===== src/design/lsre_pkg.sv =====
package lsre_pkg;

	typedef enum logic [2:0] {
		MODE_CONNECT = 3'd0,
		MODE_WRITE   = 3'd1,
		MODE_READ    = 3'd2,
		MODE_STOP    = 3'd3,
		MODE_LUX     = 3'd4
	} mode_t;

	typedef enum logic [2:0] {
		SRC_ZERO = 3'd0,
		SRC_BYTE = 3'd1,
		SRC_MEM  = 3'd2,
		SRC_D0LO = 3'd3,
		SRC_D0HI = 3'd4
	} src_t;

	localparam logic [7:0] CMD_SWRESET  = 8'hE4;
	localparam logic [7:0] TIMING_RESET = 8'hDA;
	localparam logic [7:0] CTRL_VALID   = 8'h10;
	localparam int unsigned CMD_FLAG_BIT = 7;

	localparam logic [6:0] ADDR_CONTROL = 7'h00;
	localparam logic [6:0] ADDR_TIMING  = 7'h01;
	localparam logic [6:0] ADDR_D0_LO   = 7'h14;
	localparam logic [6:0] ADDR_D0_HI   = 7'h15;
	localparam logic [6:0] ADDR_D1_LO   = 7'h16;
	localparam logic [6:0] ADDR_D1_HI   = 7'h17;

	localparam logic [16:0] LUX_RESET   = 17'd800;
	localparam logic [7:0]  D1_LO_VAL   = 8'h01;
	localparam logic [7:0]  D1_HI_VAL   = 8'h00;

	// data0 = (100*lux + 258) / 129, division by reciprocal (exact below 2^31/121)
	localparam logic [23:0] LUX_SCALE = 24'd100;
	localparam logic [23:0] LUX_BIAS  = 24'd258;
	localparam logic [24:0] RECIP_129 = 25'd16647161;
	localparam int unsigned RECIP_SHIFT = 31;
	localparam logic [17:0] D0_MIN = 18'd4;
	localparam logic [17:0] D0_MAX = 18'd65535;

	typedef struct packed {
		logic        ack;
		src_t        src;
		logic [7:0]  byte_val;
		logic        mem_ok;
		logic [23:0] num;
	} rd_info_t;

endpackage


===== src/design/lsre_regfile.sv =====
module lsre_regfile #(
	parameter int REG_COUNT = 32
) (
	input  logic              clk,
	input  logic              arst_n,
	input  logic              accept,
	input  logic              adv,
	input  logic [2:0]        mode,
	input  logic [7:0]        data_byte,
	input  logic [16:0]       lux_value,
	output logic              vld_s1,
	output lsre_pkg::rd_info_t info_s1,
	output logic [7:0]        mem_rd_s1
);
	import lsre_pkg::*;

	localparam int IW = $clog2(REG_COUNT);
	localparam logic [7:0] RegCnt = 8'(REG_COUNT);

	logic [7:0]           mem [REG_COUNT];
	logic [REG_COUNT-1:0] mem_vld_q, mem_vld_d;

	logic [7:0]  ctrl_q, ctrl_d, timing_q, timing_d;
	logic [7:0]  d0lo_q, d0lo_d, d0hi_q, d0hi_d, d1lo_q, d1lo_d, d1hi_q, d1hi_d;
	logic        live_lo_q, live_lo_d, live_hi_q, live_hi_d;
	logic [16:0] lux_q, lux_d;
	logic [6:0]  ptr_q, ptr_d, rreg_q, rreg_d;
	logic        pend_q, pend_d;
	logic [1:0]  roff_q, roff_d;

	logic        mem_we;
	logic [6:0]  rd_addr;
	logic        rd_ok;
	rd_info_t    info_d;

	always_comb begin
		ctrl_d    = ctrl_q;
		timing_d  = timing_q;
		d0lo_d    = d0lo_q;
		d0hi_d    = d0hi_q;
		d1lo_d    = d1lo_q;
		d1hi_d    = d1hi_q;
		live_lo_d = live_lo_q;
		live_hi_d = live_hi_q;
		lux_d     = lux_q;
		ptr_d     = ptr_q;
		rreg_d    = rreg_q;
		pend_d    = pend_q;
		roff_d    = roff_q;
		mem_vld_d = mem_vld_q;
		mem_we    = 1'b0;
		rd_addr   = rreg_q;
		rd_ok     = 1'b0;
		info_d.ack      = 1'b1;
		info_d.src      = SRC_ZERO;
		info_d.byte_val = 8'h00;
		info_d.mem_ok   = 1'b0;
		info_d.num      = 24'(lux_q) * LUX_SCALE + LUX_BIAS;

		case (mode_t'(mode))
			MODE_CONNECT: begin
				pend_d = 1'b0;
				roff_d = 2'd0;
			end
			MODE_WRITE: begin
				if (data_byte == CMD_SWRESET) begin
					ctrl_d    = 8'h00;
					timing_d  = TIMING_RESET;
					d0lo_d    = 8'h00;
					d0hi_d    = 8'h00;
					d1lo_d    = 8'h00;
					d1hi_d    = 8'h00;
					live_lo_d = 1'b0;
					live_hi_d = 1'b0;
					mem_vld_d = '0;
					pend_d    = 1'b0;
				end else if (!pend_q) begin
					if (!data_byte[CMD_FLAG_BIT]) begin
						info_d.ack = 1'b0;
					end else begin
						ptr_d  = data_byte[6:0];
						pend_d = 1'b1;
					end
				end else begin
					pend_d = 1'b0;
					if ({1'b0, ptr_q} < RegCnt) begin
						case (ptr_q)
							ADDR_CONTROL: begin
								ctrl_d    = data_byte | CTRL_VALID;
								live_lo_d = 1'b1;
								live_hi_d = 1'b1;
								d1lo_d    = D1_LO_VAL;
								d1hi_d    = D1_HI_VAL;
							end
							ADDR_TIMING: timing_d = data_byte;
							ADDR_D0_LO: begin
								d0lo_d    = data_byte;
								live_lo_d = 1'b0;
							end
							ADDR_D0_HI: begin
								d0hi_d    = data_byte;
								live_hi_d = 1'b0;
							end
							ADDR_D1_LO: d1lo_d = data_byte;
							ADDR_D1_HI: d1hi_d = data_byte;
							default: begin
								mem_we = 1'b1;
								mem_vld_d[ptr_q[IW-1:0]] = 1'b1;
							end
						endcase
					end
				end
			end
			MODE_READ: begin
				if (rreg_q == ADDR_D0_LO) begin
					rd_addr = ADDR_D0_LO + {5'd0, roff_q};
					rd_ok   = 1'b1;
					roff_d  = roff_q + 2'd1;
				end else if ({1'b0, rreg_q} < RegCnt) begin
					rd_ok = 1'b1;
				end
				if (rd_ok) begin
					info_d.src = SRC_BYTE;
					case (rd_addr)
						ADDR_CONTROL: info_d.byte_val = ctrl_q;
						ADDR_TIMING:  info_d.byte_val = timing_q;
						ADDR_D0_LO: begin
							info_d.byte_val = d0lo_q;
							if (live_lo_q) begin
								info_d.src = SRC_D0LO;
							end
						end
						ADDR_D0_HI: begin
							info_d.byte_val = d0hi_q;
							if (live_hi_q) begin
								info_d.src = SRC_D0HI;
							end
						end
						ADDR_D1_LO: info_d.byte_val = d1lo_q;
						ADDR_D1_HI: info_d.byte_val = d1hi_q;
						default: begin
							info_d.src    = SRC_MEM;
							info_d.mem_ok = mem_vld_q[rd_addr[IW-1:0]];
						end
					endcase
				end
			end
			MODE_STOP: begin
				if (pend_q) begin
					rreg_d = ptr_q;
					roff_d = 2'd0;
					pend_d = 1'b0;
				end
			end
			MODE_LUX: begin
				lux_d     = lux_value;
				live_lo_d = 1'b1;
				live_hi_d = 1'b1;
				d1lo_d    = D1_LO_VAL;
				d1hi_d    = D1_HI_VAL;
				ctrl_d    = ctrl_q | CTRL_VALID;
			end
			default: info_d.ack = 1'b0;
		endcase
	end

	always_ff @(posedge clk or negedge arst_n) begin
		if (!arst_n) begin
			ctrl_q    <= CTRL_VALID;
			timing_q  <= 8'h00;
			d0lo_q    <= 8'h00;
			d0hi_q    <= 8'h00;
			d1lo_q    <= D1_LO_VAL;
			d1hi_q    <= D1_HI_VAL;
			live_lo_q <= 1'b1;
			live_hi_q <= 1'b1;
			lux_q     <= LUX_RESET;
			ptr_q     <= 7'd0;
			rreg_q    <= 7'd0;
			pend_q    <= 1'b0;
			roff_q    <= 2'd0;
			mem_vld_q <= '0;
			vld_s1    <= 1'b0;
		end else begin
			if (accept) begin
				ctrl_q    <= ctrl_d;
				timing_q  <= timing_d;
				d0lo_q    <= d0lo_d;
				d0hi_q    <= d0hi_d;
				d1lo_q    <= d1lo_d;
				d1hi_q    <= d1hi_d;
				live_lo_q <= live_lo_d;
				live_hi_q <= live_hi_d;
				lux_q     <= lux_d;
				ptr_q     <= ptr_d;
				rreg_q    <= rreg_d;
				pend_q    <= pend_d;
				roff_q    <= roff_d;
				mem_vld_q <= mem_vld_d;
				vld_s1    <= 1'b1;
			end else if (adv) begin
				vld_s1 <= 1'b0;
			end
		end
	end

	always_ff @(posedge clk) begin
		if (accept) begin
			info_s1   <= info_d;
			mem_rd_s1 <= mem[rd_addr[IW-1:0]];
			if (mem_we) begin
				mem[ptr_q[IW-1:0]] <= data_byte;
			end
		end
	end

endmodule


===== src/design/lsre_conv.sv =====
module lsre_conv (
	input  logic              clk,
	input  logic              arst_n,
	input  logic              vld_s1,
	input  lsre_pkg::rd_info_t info_s1,
	input  logic [7:0]        mem_rd_s1,
	input  logic              m_tready,
	output logic              adv,
	output logic              m_tvalid,
	output logic [15:0]       m_tdata
);
	import lsre_pkg::*;

	logic [48:0] prod;
	logic [17:0] quot;
	logic [15:0] d0;
	logic [7:0]  rd_val;
	logic        out_vld_q;
	logic [7:0]  read_data_q;
	logic        ack_q;

	assign prod = 49'(info_s1.num) * 49'(RECIP_129);
	assign quot = prod[RECIP_SHIFT +: 18];

	always_comb begin
		if (quot < D0_MIN) begin
			d0 = 16'(D0_MIN);
		end else if (quot > D0_MAX) begin
			d0 = 16'(D0_MAX);
		end else begin
			d0 = quot[15:0];
		end
		case (info_s1.src)
			SRC_BYTE: rd_val = info_s1.byte_val;
			SRC_MEM:  rd_val = info_s1.mem_ok ? mem_rd_s1 : 8'h00;
			SRC_D0LO: rd_val = d0[7:0];
			SRC_D0HI: rd_val = d0[15:8];
			default:  rd_val = 8'h00;
		endcase
	end

	assign adv = !out_vld_q || m_tready;

	always_ff @(posedge clk or negedge arst_n) begin
		if (!arst_n) begin
			out_vld_q <= 1'b0;
		end else if (adv) begin
			out_vld_q <= vld_s1;
		end
	end

	always_ff @(posedge clk) begin
		if (adv && vld_s1) begin
			read_data_q <= rd_val;
			ack_q       <= info_s1.ack;
		end
	end

	assign m_tvalid = out_vld_q;
	assign m_tdata  = {7'd0, ack_q, read_data_q};

endmodule


===== src/design/light_sensor_register_emulator.sv =====
// Pipeline: register file stage, then conversion stage, each registered; the result is valid
// on the output once it has passed both stage registers after the input transfer.
// Throughput: one bus event per cycle; a stall on the result side backs up through both stages.
// The lux divide is a single reciprocal multiply in the conversion stage.
// Reset (arst_n low): control 0x10, data bytes for 800 lux, pointer and read state cleared,
// all other registers read as zero.
module light_sensor_register_emulator #(
	parameter int REG_COUNT = 32
) (
	input  logic        clk,
	input  logic        arst_n,
	input  logic        s_tvalid,
	output logic        s_tready,
	input  logic [2:0]  s_tuser,   // mode[2:0]
	input  logic [31:0] s_tdata,   // data_byte[7:0], lux_value[24:8], zero pad
	output logic        m_tvalid,
	input  logic        m_tready,
	output logic [15:0] m_tdata    // read_data[7:0], ack[8], zero pad
);
	import lsre_pkg::*;

	logic     accept;
	logic     adv;
	logic     vld_s1;
	rd_info_t info_s1;
	logic [7:0] mem_rd_s1;

	assign s_tready = !vld_s1 || adv;
	assign accept   = s_tvalid && s_tready;

	lsre_regfile #(
		.REG_COUNT(REG_COUNT)
	) u_regfile (
		.clk       (clk),
		.arst_n    (arst_n),
		.accept    (accept),
		.adv       (adv),
		.mode      (s_tuser),
		.data_byte (s_tdata[7:0]),
		.lux_value (s_tdata[24:8]),
		.vld_s1    (vld_s1),
		.info_s1   (info_s1),
		.mem_rd_s1 (mem_rd_s1)
	);

	lsre_conv u_conv (
		.clk       (clk),
		.arst_n    (arst_n),
		.vld_s1    (vld_s1),
		.info_s1   (info_s1),
		.mem_rd_s1 (mem_rd_s1),
		.m_tready  (m_tready),
		.adv       (adv),
		.m_tvalid  (m_tvalid),
		.m_tdata   (m_tdata)
	);

endmodule

===== config.mk =====
export PLATFORM = sky130hd
export DESIGN_NAME = light_sensor_register_emulator
export DESIGN_NICKNAME = d
export VERILOG_FILES = /design/src/design/lsre_pkg.sv /design/src/design/lsre_regfile.sv /design/src/design/lsre_conv.sv /design/src/design/light_sensor_register_emulator.sv
export SDC_FILE = /design/constraint.sdc
export NUM_CORES = 1
export LEC_CHECK = 0
export ABC_CLOCK_PERIOD_IN_PS = 6900
export BUFFER_PORTS_ARGS = -buffer_cell sky130_fd_sc_hd__buf_2
export CAP_MARGIN = 20
export CORE_UTILIZATION = 35
export DETAILED_ROUTE_END_ITERATION = 12
export GPL_TIMING_DRIVEN = 0
export SLEW_MARGIN = 20
export SYNTH_ARGS = -nofsm -noshare
export SYNTH_HDL_FRONTEND = slang
export SYNTH_SLANG_ARGS = --single-unit

===== constraint.sdc =====
create_clock -name clk -period 6.9 [get_ports clk]
set_input_delay 1.035 -clock clk [delete_from_list [all_inputs] [get_ports clk]]
set_output_delay 1.035 -clock clk [all_outputs]
set_load 0.02 [all_outputs]

==> metrics.csv <==
metric,value,unit
synth_top_area_share,32.54,%
synthArstFlopShare,27.70,%
cts_tree,yes,
slew_violations,0,
drt_iter0_drc,1341,
drive_above_1_share,21.12,%
antenna_found_initial,1,
yosysWarnings,0,
setup_ws,-0.03739,ns
avgRoutedWirePerCell,19.24,um
synth_most_common_cell,inv_1,
drc,0,
syn_inst,2265,
synth_area,28420,um^2
reg2reg_from,u_regfile.info_s1[10]$_DFFE_PP_,
end_kind,register,
crit_path_max_fanout,7,
die_area,82350,um^2
fp.dieW,287.0,um
place.gp.congestion,0.8875,
final_hold_viol_count,0,
cap_viol_max_count,0,
synth.largest_area_cell,edfxtp_1,
grt_pass1_wl,108500,um
h-tree-depth,2,
critPathKind,register to register,
required,7.23,ns
synth.area.top_cells,"edfxtp_1 33%, fa_1 14%, ha_1 12%, dfrtp_1 9.8%, mux4_2 6.8%",
row_count,104,
layout-area-overhead-vs-synth,17.58,%
min_period_over_period,100.5,%
cts_buffer_depth,3,
first_pass_iters,8,
final_area,33420,um^2
slew-limit-headroom,28.44,%
cts_root_buf,clkbuf_16,
setup_viol,3,
tns,-0.07123,ns
synth_top_flop_cell,edfxtp_1,
die_y,287.0,um
clock-sinks,426,
place_area,30260,um^2
grt_pass1_vias,19200,
synth_commonest_cells,"362 x inv_1, 308 x edfxtp_1, 265 x ha_1",
hp-class,primary input to asynchronous set/reset pin,
drt_wl_total,69240,um
status,"complete, but fails checks",
io_pins,57,
cp-startpoint,u_regfile.info_s1[10]$_DFFE_PP_,
synth-edff-count,308,
vias,18220,
core,80420,um^2
ys_types,75,
insertion_delay,0.60,ns
ant_nets,0,
yosysSeqAreaShare,42.96,%
skew,0.04032,ns
n_fill_cell,7525,
grt_max_degree,82,
start_kind,register,
clkTransAtPathRegs,0.06,ns
gr-total-overflow,0,
hpwl,51710,um
final_util,41.55,%
arrival,7.27,ns
violations,setup timing,
period_needed,6.937,ns
initial_core_util,35.34,%
cts_buffers,44,
worst_pin_slew,1.065,ns
ys_ff_latch,426,
grtUsageTotal,16.95,%
rsz0062_at_grt,yes,
diodes,0,
max_freq,144.1,MHz
syn-mean-instance-area,12.55,um^2
fin_nets,3004,
io_buffer_count,41,
avgViaCountPerCell,5.065,
## layout make-up
class                      instances  area (um^2)  share of cell area [%]
buffer                            66        355.3                   1.063
inverter                         362         1365                   4.085
clock inverter                    25        359.1                   1.075
clock buffer                      55         1152                   3.448
multi-input combinational       1460        15560                   46.55
timing repair buffer             144         1092                   3.269
tap                             1060         1326                   3.969
sequential                       426        12210                   36.54
## per-layer routing
layer  global-route usage [%]  share of wire, %  vias to the layer above  routed length (um)
met1                    22.71                43                     9273               29860
met2                    28.77                50                      416               34480
met4                    4.774               2.7                        2                1852
met5                        0             0.019                        -                  13
li1                         -                 -                     8431                   -
met3                    2.151               4.4                      101                3032
## cell families after synthesis
family / after synthesis / share of synthesized area [%]
fa+ha+maj: 461 / 25.47
flops: 426 / 42.96
other cells: 1 / 0.01319
xor+xnor: 45 / 1.435
mux: 164 / 9.808
compound gates: 324 / 7.352
simple gates: 411 / 6.934
buf+inv: 433 / 6.022
## final timing paths
kind                                                    to  slack, ns  cells past startpoint
setup / recovery           u_conv.read_data_q[0]$_DFFE_PP_      -0.04                     22
min in group clk                    u_conv.ack_q$_DFFE_PP_       0.46                      0
setup reg to reg           u_conv.read_data_q[0]$_DFFE_PP_      -0.04                     22
hold / removal              u_regfile.lux_q[2]$_DFFE_PN0P_       0.34                      1
hold reg to reg                     u_conv.ack_q$_DFFE_PP_       0.46                      0
max in group asynchronous  u_regfile.roff_q[0]$_DFFE_PN0P_       5.76                      2
## critical path: stages (launching register included)
cell      delay, ns
edfxtp_1       0.45
buf_6          0.16
fa_2           0.60
inv_1          0.11
fa_1           0.51
inv_1          0.05
fa_1           0.53
inv_1          0.06
fa_1           0.53
inv_1          0.06
fa_2           0.51
fa_1           0.43
ha_1           0.29
ha_2           0.36
a21oi_2        0.19
o21a_1         0.20
o221ai_4       0.13
a21oi_2        0.18
nor2b_1        0.06
or4_4          0.41
a2111o_1       0.47
nor4_4         0.27
a21oi_2        0.10
## state kept, by name (all words and copies together) (netlist names), 17 cells and up
name,cells
u_regfile.mem,256
u_regfile.lux_q,17
u_regfile.mem_vld_q,32
u_regfile.info_s1,35
## placed cells by master, fill, tap and decap left out, drive strengths merged, types with 26 or more instances in the layout
cell type  count
fa           196
conb          55
a21o          26
edfxtp       308
mux4          86
dfrtp        111
nand2        118
mux2          56
clkbuf       100
nor3          33
ha           265
a21oi        107
nor2         119
buf          165
xnor2         26
o21ai         65
inv          362
## metrics by stage
step	std cells	hold WS (ns)	setup WS (ns)
floorplan	2319	0.4003	0.01369
global placement	3420	0.4433	-1.127
detailed placement	3422	0.4447	-1.241
CTS	3572	0.3349	-0.1022
global route	3598	0.3547	-0.2780
finish	3598	0.3413	-0.03739
## timing repair
item                                    4_1_cts  5_1_grt
cloned                                        0        0
gates resized for setup                     136       57
pin swaps                                    65       55
hold buffers                                  0        0
endpoints found under the setup margin        8        8
setup buffers                                74       27
Power is not shown: default switching activity piles up to over one toggle a cycle in this logic, so the estimate is an artifact.
